`src/sv/sodd_pkg.sv`:
```
`default_nettype none

package sodd_pkg;

  localparam int SAMPLE_W = 32;
  localparam int LEVEL_W  = 15;
  localparam int WORD_W   = 16;
  localparam int CFG_IDX_W  = 2;
  localparam int CFG_DATA_W = 4;
  localparam int BITS_W     = 4;

  typedef enum logic [CFG_IDX_W-1:0] {
    CFG_OUT_BITS    = 2'd0,
    CFG_DITHER_MODE = 2'd1
  } cfg_reg_t;

  typedef enum logic [1:0] {
    DM_NONE   = 2'd0,
    DM_SINGLE = 2'd1,
    DM_TPDF   = 2'd2,
    DM_WIDE   = 2'd3
  } dither_mode_t;

  typedef struct packed {
    logic              step;
    dither_mode_t      mode;
    logic [BITS_W-1:0] bits;
  } dith_ctl_t;

  localparam logic [BITS_W-1:0] OUT_BITS_RST    = 4'd6;
  localparam dither_mode_t      DITHER_MODE_RST = DM_WIDE;

  localparam logic [15:0] LCG_A_MUL = 16'd25173;
  localparam logic [15:0] LCG_A_ADD = 16'd13847;
  localparam logic [14:0] LCG_B_MUL = 15'd24645;
  localparam logic [14:0] LCG_B_ADD = 15'd1703;
  localparam logic [31:0] LCG_W_MUL = 32'd214013;
  localparam logic [31:0] LCG_W_ADD = 32'd2531011;

  localparam logic [15:0] GEN_A_SEED = 16'hBEEF;
  localparam logic [14:0] GEN_B_SEED = 15'h700D;
  localparam logic [31:0] GEN_C_SEED = 32'hDEADBEEF;
  localparam logic [31:0] GEN_D_SEED = 32'hD00DFEED;

  function automatic logic [15:0] lcg_a(input logic [15:0] v);
    return 16'(v * LCG_A_MUL + LCG_A_ADD);
  endfunction

  function automatic logic [14:0] lcg_b(input logic [14:0] v);
    return 15'(v * LCG_B_MUL + LCG_B_ADD);
  endfunction

  function automatic logic [31:0] lcg_w(input logic [31:0] v);
    return 32'(v * LCG_W_MUL + LCG_W_ADD);
  endfunction

endpackage

`default_nettype wire

```
`src/sv/sodd_ifs.sv`:
```
`default_nettype none

interface sodd_in_if;
  import sodd_pkg::*;
  logic                       valid;
  logic                       ready;
  logic signed [SAMPLE_W-1:0] sample;
  modport source (output valid, output sample, input ready);
  modport sink (input valid, input sample, output ready);
endinterface

interface sodd_out_if;
  import sodd_pkg::*;
  logic               valid;
  logic               ready;
  logic [LEVEL_W-1:0] level;
  modport source (output valid, output level, input ready);
  modport sink (input valid, input level, output ready);
endinterface

interface sodd_cfg_if;
  import sodd_pkg::*;
  logic                  valid;
  logic                  ready;
  logic [CFG_IDX_W-1:0]  index;
  logic [CFG_DATA_W-1:0] data;
  modport source (output valid, output index, output data, input ready);
  modport sink (input valid, input index, input data, output ready);
endinterface

`default_nettype wire

```
`src/sv/sodd_dither.sv`:
```
`default_nettype none

module sodd_dither import sodd_pkg::*; (
  input  wire logic              clk,
  input  wire logic              rst_n,
  input  wire dith_ctl_t         ctl,
  output logic      [WORD_W-1:0] dith
);

  // each generator register holds the value the next word consumes
  logic [15:0] gen_a_r, gen_a_nxt;
  logic [14:0] gen_b_r, gen_b_nxt;
  logic [31:0] gen_c_r, gen_c_nxt;
  logic [31:0] gen_d_r, gen_d_nxt;

  logic [WORD_W-1:0] a_sh, b_sh, c_sh, d_sh;
  logic [4:0]        wide_amt;

  assign gen_a_nxt = lcg_a(gen_a_r);
  assign gen_b_nxt = lcg_b(gen_b_r);
  assign gen_c_nxt = lcg_w(gen_c_r);
  assign gen_d_nxt = lcg_w(gen_d_r);

  always_ff @(posedge clk) begin
    if (!rst_n) begin
      gen_a_r <= lcg_a(GEN_A_SEED);
      gen_b_r <= lcg_b(GEN_B_SEED);
      gen_c_r <= lcg_w(GEN_C_SEED);
      gen_d_r <= lcg_w(GEN_D_SEED);
    end else if (ctl.step) begin
      if (ctl.mode == DM_SINGLE || ctl.mode == DM_TPDF) begin
        gen_a_r <= gen_a_nxt;
      end
      if (ctl.mode == DM_TPDF) begin
        gen_b_r <= gen_b_nxt;
      end
      if (ctl.mode == DM_WIDE) begin
        gen_c_r <= gen_c_nxt;
        gen_d_r <= gen_d_nxt;
      end
    end
  end

  // clamp the wide shift to pure sign fill
  assign wide_amt = (ctl.bits >= 4'd13) ? 5'd31 : 5'(ctl.bits) + 5'd18;

  assign a_sh = 16'($signed(gen_a_r) >>> ctl.bits);
  assign b_sh = {1'b0, 15'(gen_b_r >> (ctl.bits - 4'd1))};
  assign c_sh = 16'($signed(gen_c_r) >>> wide_amt);
  assign d_sh = 16'($signed(gen_d_r) >>> wide_amt);

  always_comb begin
    unique case (ctl.mode)
      DM_NONE:   dith = '0;
      DM_SINGLE: dith = a_sh;
      DM_TPDF:   dith = a_sh + b_sh;
      DM_WIDE:   dith = c_sh + d_sh;
      default:   dith = '0;
    endcase
  end

endmodule

`default_nettype wire

```
`src/sv/second_order_sigma_delta_dither_unit.sv`:
```
`default_nettype none

// channel   dir  payload                       handshake
// in_ch     in   sample [31:0] signed          valid / ready
// out_ch    out  level [14:0]                  valid / ready
// cfg_ch    in   index [1:0], data [3:0]       valid / ready (ready tied high)
//
// One word per cycle unless out_ch stalls; a word is held in the input register,
// then computed and registered into level_r, which drives out_ch; error and
// generator feedback updates as each word moves into level_r.
// Reset (synchronous, rst_n low) empties both registers, zeroes the errors,
// seeds the generators and restores out_bits = 6, dither_mode = 3.
// A stalled output holds its word; the input still accepts while it is taken.

module second_order_sigma_delta_dither_unit import sodd_pkg::*; (
  input wire logic   clk,
  input wire logic   rst_n,
  sodd_in_if.sink    in_ch,
  sodd_out_if.source out_ch,
  sodd_cfg_if.sink   cfg_ch
);

  logic [BITS_W-1:0]   out_bits_r;
  dither_mode_t        dither_mode_r;

  logic                s1_valid_r;
  logic [SAMPLE_W-1:0] sample_r;
  logic                out_valid_r;
  logic [LEVEL_W-1:0]  level_r, level_nxt;
  logic [WORD_W-1:0]   err_last_r, err_prev_r;

  logic                advance;
  logic [BITS_W-1:0]   n_eff;
  logic [4:0]          frac;
  logic [WORD_W-1:0]   w_base, w, dith, mask, inc, q, e;
  dith_ctl_t           dctl;

  assign cfg_ch.ready = 1'b1;

  always_ff @(posedge clk) begin
    if (!rst_n) begin
      out_bits_r    <= OUT_BITS_RST;
      dither_mode_r <= DITHER_MODE_RST;
    end else if (cfg_ch.valid) begin
      unique case (cfg_ch.index)
        CFG_OUT_BITS:    out_bits_r    <= cfg_ch.data[BITS_W-1:0];
        CFG_DITHER_MODE: dither_mode_r <= dither_mode_t'(cfg_ch.data[1:0]);
        default: ;
      endcase
    end
  end

  assign advance     = s1_valid_r && (!out_valid_r || out_ch.ready);
  assign in_ch.ready = !s1_valid_r || advance;

  always_ff @(posedge clk) begin
    if (!rst_n) begin
      s1_valid_r <= 1'b0;
    end else if (in_ch.ready) begin
      s1_valid_r <= in_ch.valid;
    end
  end

  always_ff @(posedge clk) begin
    if (in_ch.valid && in_ch.ready) begin
      sample_r <= in_ch.sample;
    end
  end

  assign n_eff = (out_bits_r == '0) ? 4'd1 : out_bits_r;
  assign frac  = 5'd16 - 5'(n_eff);

  assign dctl.step = advance;
  assign dctl.mode = dither_mode_r;
  assign dctl.bits = n_eff;

  sodd_dither u_dither (
    .clk   (clk),
    .rst_n (rst_n),
    .ctl   (dctl),
    .dith  (dith)
  );

  assign w_base = {~sample_r[31], sample_r[30:16]};
  assign w      = w_base + {err_last_r[14:0], 1'b0} - err_prev_r + dith;

  assign mask      = 16'hFFFF << frac;
  assign inc       = w[4'(15 - n_eff)] ? (16'd1 << frac) : '0;
  assign q         = (w & mask) + inc;
  assign e         = w - q;
  assign level_nxt = 15'(q >> frac);

  always_ff @(posedge clk) begin
    if (!rst_n) begin
      err_last_r  <= '0;
      err_prev_r  <= '0;
      out_valid_r <= 1'b0;
    end else begin
      if (advance) begin
        err_last_r  <= e;
        err_prev_r  <= err_last_r;
        out_valid_r <= 1'b1;
      end else if (out_ch.ready) begin
        out_valid_r <= 1'b0;
      end
    end
  end

  always_ff @(posedge clk) begin
    if (advance) begin
      level_r <= level_nxt;
    end
  end

  assign out_ch.valid = out_valid_r;
  assign out_ch.level = level_r;

  a_adv_fills_out: assert property (@(posedge clk) disable iff (!rst_n)
    advance |=> out_valid_r)
    else $error("computed word not presented");

  a_stall_holds: assert property (@(posedge clk) disable iff (!rst_n)
    (s1_valid_r && !advance) |=> (s1_valid_r && $stable(sample_r)))
    else $error("stalled input word lost");

  a_err_shift: assert property (@(posedge clk) disable iff (!rst_n)
    advance |=> (err_prev_r == $past(err_last_r)))
    else $error("error history out of order");

  a_quant_grid: assert property (@(posedge clk) disable iff (!rst_n)
    s1_valid_r |-> ((q & ~mask) == '0))
    else $error("rounded word off the quantizer grid");

endmodule

`default_nettype wire

```
`src/flat_wrapper.sv`:
```
// flat-port wrapper written by rule: the top's interface ports become plain ports
module second_order_sigma_delta_dither_unit_flat import sodd_pkg::*;
  (clk, rst_n, in_ch_valid, in_ch_sample, in_ch_ready, out_ch_valid, out_ch_level, out_ch_ready, cfg_ch_valid, cfg_ch_index, cfg_ch_data, cfg_ch_ready);
  sodd_in_if in_ch_i ();
  sodd_out_if out_ch_i ();
  sodd_cfg_if cfg_ch_i ();
  input wire logic clk;
  input wire logic rst_n;
  input wire logic [$bits(in_ch_i.valid)-1:0] in_ch_valid;
  input wire logic [$bits(in_ch_i.sample)-1:0] in_ch_sample;
  output wire logic [$bits(in_ch_i.ready)-1:0] in_ch_ready;
  output wire logic [$bits(out_ch_i.valid)-1:0] out_ch_valid;
  output wire logic [$bits(out_ch_i.level)-1:0] out_ch_level;
  input wire logic [$bits(out_ch_i.ready)-1:0] out_ch_ready;
  input wire logic [$bits(cfg_ch_i.valid)-1:0] cfg_ch_valid;
  input wire logic [$bits(cfg_ch_i.index)-1:0] cfg_ch_index;
  input wire logic [$bits(cfg_ch_i.data)-1:0] cfg_ch_data;
  output wire logic [$bits(cfg_ch_i.ready)-1:0] cfg_ch_ready;
  assign in_ch_i.valid = in_ch_valid;
  assign in_ch_i.sample = in_ch_sample;
  assign in_ch_ready = in_ch_i.ready;
  assign out_ch_valid = out_ch_i.valid;
  assign out_ch_level = out_ch_i.level;
  assign out_ch_i.ready = out_ch_ready;
  assign cfg_ch_i.valid = cfg_ch_valid;
  assign cfg_ch_i.index = cfg_ch_index;
  assign cfg_ch_i.data = cfg_ch_data;
  assign cfg_ch_ready = cfg_ch_i.ready;
  second_order_sigma_delta_dither_unit u_core (.clk(clk), .rst_n(rst_n), .in_ch(in_ch_i), .out_ch(out_ch_i), .cfg_ch(cfg_ch_i));
endmodule
```
`config.mk`:
```
export PLATFORM = sky130hd
export DESIGN_NAME = second_order_sigma_delta_dither_unit_flat
export DESIGN_NICKNAME = d
export VERILOG_FILES = /design/src/sv/sodd_pkg.sv /design/src/sv/sodd_ifs.sv /design/src/sv/sodd_dither.sv /design/src/sv/second_order_sigma_delta_dither_unit.sv /design/src/flat_wrapper.sv
export SDC_FILE = /design/constraint.sdc
export NUM_CORES = 2
export LEC_CHECK = 0
export ABC_AREA = 1
export BUFFER_PORTS_ARGS = -buffer_cell sky130_fd_sc_hd__clkbuf_2
export CAP_MARGIN = 25
export CORE_MARGIN = 2
export CORE_UTILIZATION = 62
export CTS_BUF_LIST = sky130_fd_sc_hd__clkbuf_2 sky130_fd_sc_hd__clkbuf_4 sky130_fd_sc_hd__clkbuf_8
export CTS_CLUSTER_DIAMETER = 40
export CTS_CLUSTER_SIZE = 28
export DETAILED_ROUTE_END_ITERATION = 8
export GPL_ROUTABILITY_DRIVEN = 1
export PLACE_DENSITY = 0.84
export SKIP_CTS_REPAIR_TIMING = 1
export SLEW_MARGIN = 25
export SYNTH_ARGS = -nofsm -noshare
export SYNTH_HDL_FRONTEND = slang
export SYNTH_SLANG_ARGS = --single-unit
export TNS_END_PERCENT = 50
```
`constraint.sdc`:
```
create_clock -name clk -period 32 [get_ports clk]
set_clock_uncertainty 0.05 [all_clocks]
set_input_delay 3.2 -clock clk [delete_from_list [all_inputs] [get_ports clk]]
set_output_delay 3.2 -clock clk [all_outputs]
set_load 0.05 [all_outputs]
```
==> flow_metrics.tcl <==
set metrics [dict create \
    place_congestion 0.951 \
    die_w_um 235 \
    hold_slack_ps 428 \
    vias 27236 \
    syn_area_um2 33200 \
    dp_hpwl_um 65400 \
    cap_viol_max_count 0 \
    crit_family "simple AND/OR/NAND/NOR gates" \
    synthArstFlopShare_pct 0 \
    grt_use_total_pct 30.4 \
    crit_type "flop to flop" \
    final_common_cell "inv_1" \
    max_freq_ghz 0.0687 \
    worstSetupStartpoint "u_core.out_bits_r[1]$_SDFFE_PN1P_" \
    overflow 0 \
    drc 0 \
    critPathLaunchType "flop" \
    critPathMostFrequentCell "nand2_1" \
    cts_tree "yes" \
    first_global_vias 27614 \
    synth_cells 4200 \
    place_inst 4817 \
    syn_to_final_growth_pct 3.26 \
    status "finished, final reports clean" \
    routed_wirelength_um 80200 \
    clkSinkCount 166 \
    grt_start_max_net_pins 99 \
    avgRoutedWirePerCell_um 16.5 \
    avgSynthCellArea_um2 7.89 \
    pin_count 61 \
    worst_slew_pin_slew_ps 922 \
    worstPathMaxFanout 98 \
    numPortBuffers 43 \
    die_h_um 235 \
    dieArea_um2 55300 \
    setup_viol 0 \
    yosys_warnings 0 \
    clk_latency_ps 600 \
    finalCriticalPeriod_ps 14560 \
    start_util_pct 62.8 \
    crit_buf_inv 11 \
    drv_slew 0 \
    grt_pass1_wl_um 137000 \
    drt_iter0_markers 2223 \
    yosysUniqueCellTypes 63 \
    slew_headroom_pct 38.4 \
    finalHoldViolCount 0 \
    nNetsFinal 5105 \
    n_antenna_cell 0 \
    synth_seq_cells 166 \
    synth-seq-area-share_pct 11.0 \
    critical_path.max_stage_delay_ps 780 \
    hp-class "flop to flop" \
    post-route-period-util_pct 45.5 \
    endpoint_kind "flop" \
    drt-vias-per-instance 5.62 \
    final_cell_mix "inv_1, nand2_1, fa_1" \
    path_clk_slew_ps 90 \
    cp.required_ps 32440 \
    hp-start "u_core.err_last_r[15]$_SDFFE_PN0P_" \
    r2r_slack_ps 17440 \
    cts_made_buffers 17 \
    rsz0062_at_grt "false" \
    syn-num-nets 5157 \
    clk_path_buf_depth 2 \
    synthFlopType "dfxtp_1" \
    cp.arrival_ps 14990 \
    synth_edf_count 31 \
    cp_slowest_cell "dfxtp_1" \
    core_um2 52800 \
    cts.root.buffer_cell "clkbuf_8" \
    row_count 84 \
    fillers 4313 \
    first_pass_iters 6 \
    worstReg2RegStart "u_core.out_bits_r[1]$_SDFFE_PN1P_" \
    htreeDepth 4 \
    drive_above_1_share_pct 3.89 \
    stdcell_count 4849 \
    postRouteAntennaNets 0 \
    antenna_found_initial 1 \
    fin_tns_setup_ps 0 \
]
[worst paths after layout]
| path | to | cells past startpoint |
|---|---|---|
| worst min register to register | u_core.err_prev_r[15]$_SDFFE_PN0P_ | 2 |
| worst min-delay path | u_core.err_prev_r[15]$_SDFFE_PN0P_ | 2 |
| worst max register to register | u_core.err_last_r[15]$_SDFFE_PN0P_ | 76 |
| worst max-delay path | u_core.err_last_r[15]$_SDFFE_PN0P_ | 76 |
[flip-flops by register name, summed over array words and instances, names as in the netlist]
signal	flops
u_core.err_prev_r	16
u_core.dither_mode_r	2
u_core.u_dither.gen_d_r	32
u_core.out_bits_r	4
u_core.u_dither.gen_b_r	15
u_core.s1_valid_r	1
u_core.out_ch.level	15
u_core.u_dither.gen_c_r	32
u_core.sample_r	16
u_core.out_ch.valid	1
u_core.u_dither.gen_a_r	16
u_core.err_last_r	16
[stage by stage]
step / setup slack, ps / area, µm² / utilization [%]
floorplan: 19740 / 33200 / -
global placement: 17940 / 33900 / 64.2
detailed placement: 17720 / 33900 / 64.2
CTS: 17680 / 34200 / 64.9
global route: 16250 / 34200 / 64.9
finish: 17440 / 34200 / 64.9
[synthesized netlist by cell type, drive strengths merged (2+ instances only)]
library cell	n	area, µm²
mux2i	23	230
dfxtp	135	2700
o21bai	20	154
a211o	3	26.3
buf	22	123
nor2	150	581
or2	23	144
a221oi	4	35.0
o21ai	418	2090
a21oi	303	1530
clkinv	4	15.0
o31ai	4	30.0
o22a	2	17.5
nand2	587	2250
nand3	120	628
xnor2	68	596
inv	990	3720
a32o	4	40.0
a31oi	34	213
a22o	2	17.5
a211oi	7	52.6
nand4	10	68.8
clkbuf	108	405
ha	456	5710
o22ai	8	56.3
and2	5	31.3
o32ai	2	17.5
nor4	8	50.1
edfxtp	31	931
xor2	83	734
o221ai	10	87.6
o21a	2	15.0
fa	458	9170
o211ai	55	418
a22oi	2	15.0
a31o	9	78.8
a21o	4	30.0
nor3	19	95.1
[area by class of cell]
cell class | instances | area, µm² | area share, %
sequential | 166 | 3630 | 10.6
clock buffer | 20 | 269 | 0.786
timing repair buffer | 59 | 335 | 0.979
clock inverter | 12 | 115 | 0.336
multi-input combinational | 2910 | 25300 | 73.9
tap | 688 | 861 | 2.51
inverter | 994 | 3730 | 10.9
[metal layers]
metal | up-vias | share of wire (%) | global-route usage [%]
met2 | 894 | 47 | 50.2
li1 | 13234 | - | -
met3 | 157 | 6.7 | 4.91
met1 | 12949 | 43 | 40.7
met5 | - | 0.017 | 0
met4 | 2 | 3.0 | 10.5
[worst reg2reg max path: cells and delay by family (launching register included)]
family                   cells  cell delay [ps]
multiplexers                 1              170
AO/OA/AOI/OAI               19             3260
adder cells (fa/ha/maj)      9             3550
flip-flops                   1              780
buffers and inverters       11             1180
AND/OR/NAND/NOR             33             4930
XOR/XNOR                     3              570
[cell families after synthesis]
family / synth area share [%]
multiplexers: 0.694
other: 0.0113
flip-flops: 11.0
buffers and inverters: 12.9
AND/OR/NAND/NOR: 11.6
adder cells (fa/ha/maj): 44.9
XOR/XNOR: 4.01
AO/OA/AOI/OAI: 15.0
Power is left out: the tool's default activity adds up to more than one toggle a clock period on the data nets, which glitch-free logic cannot reach.
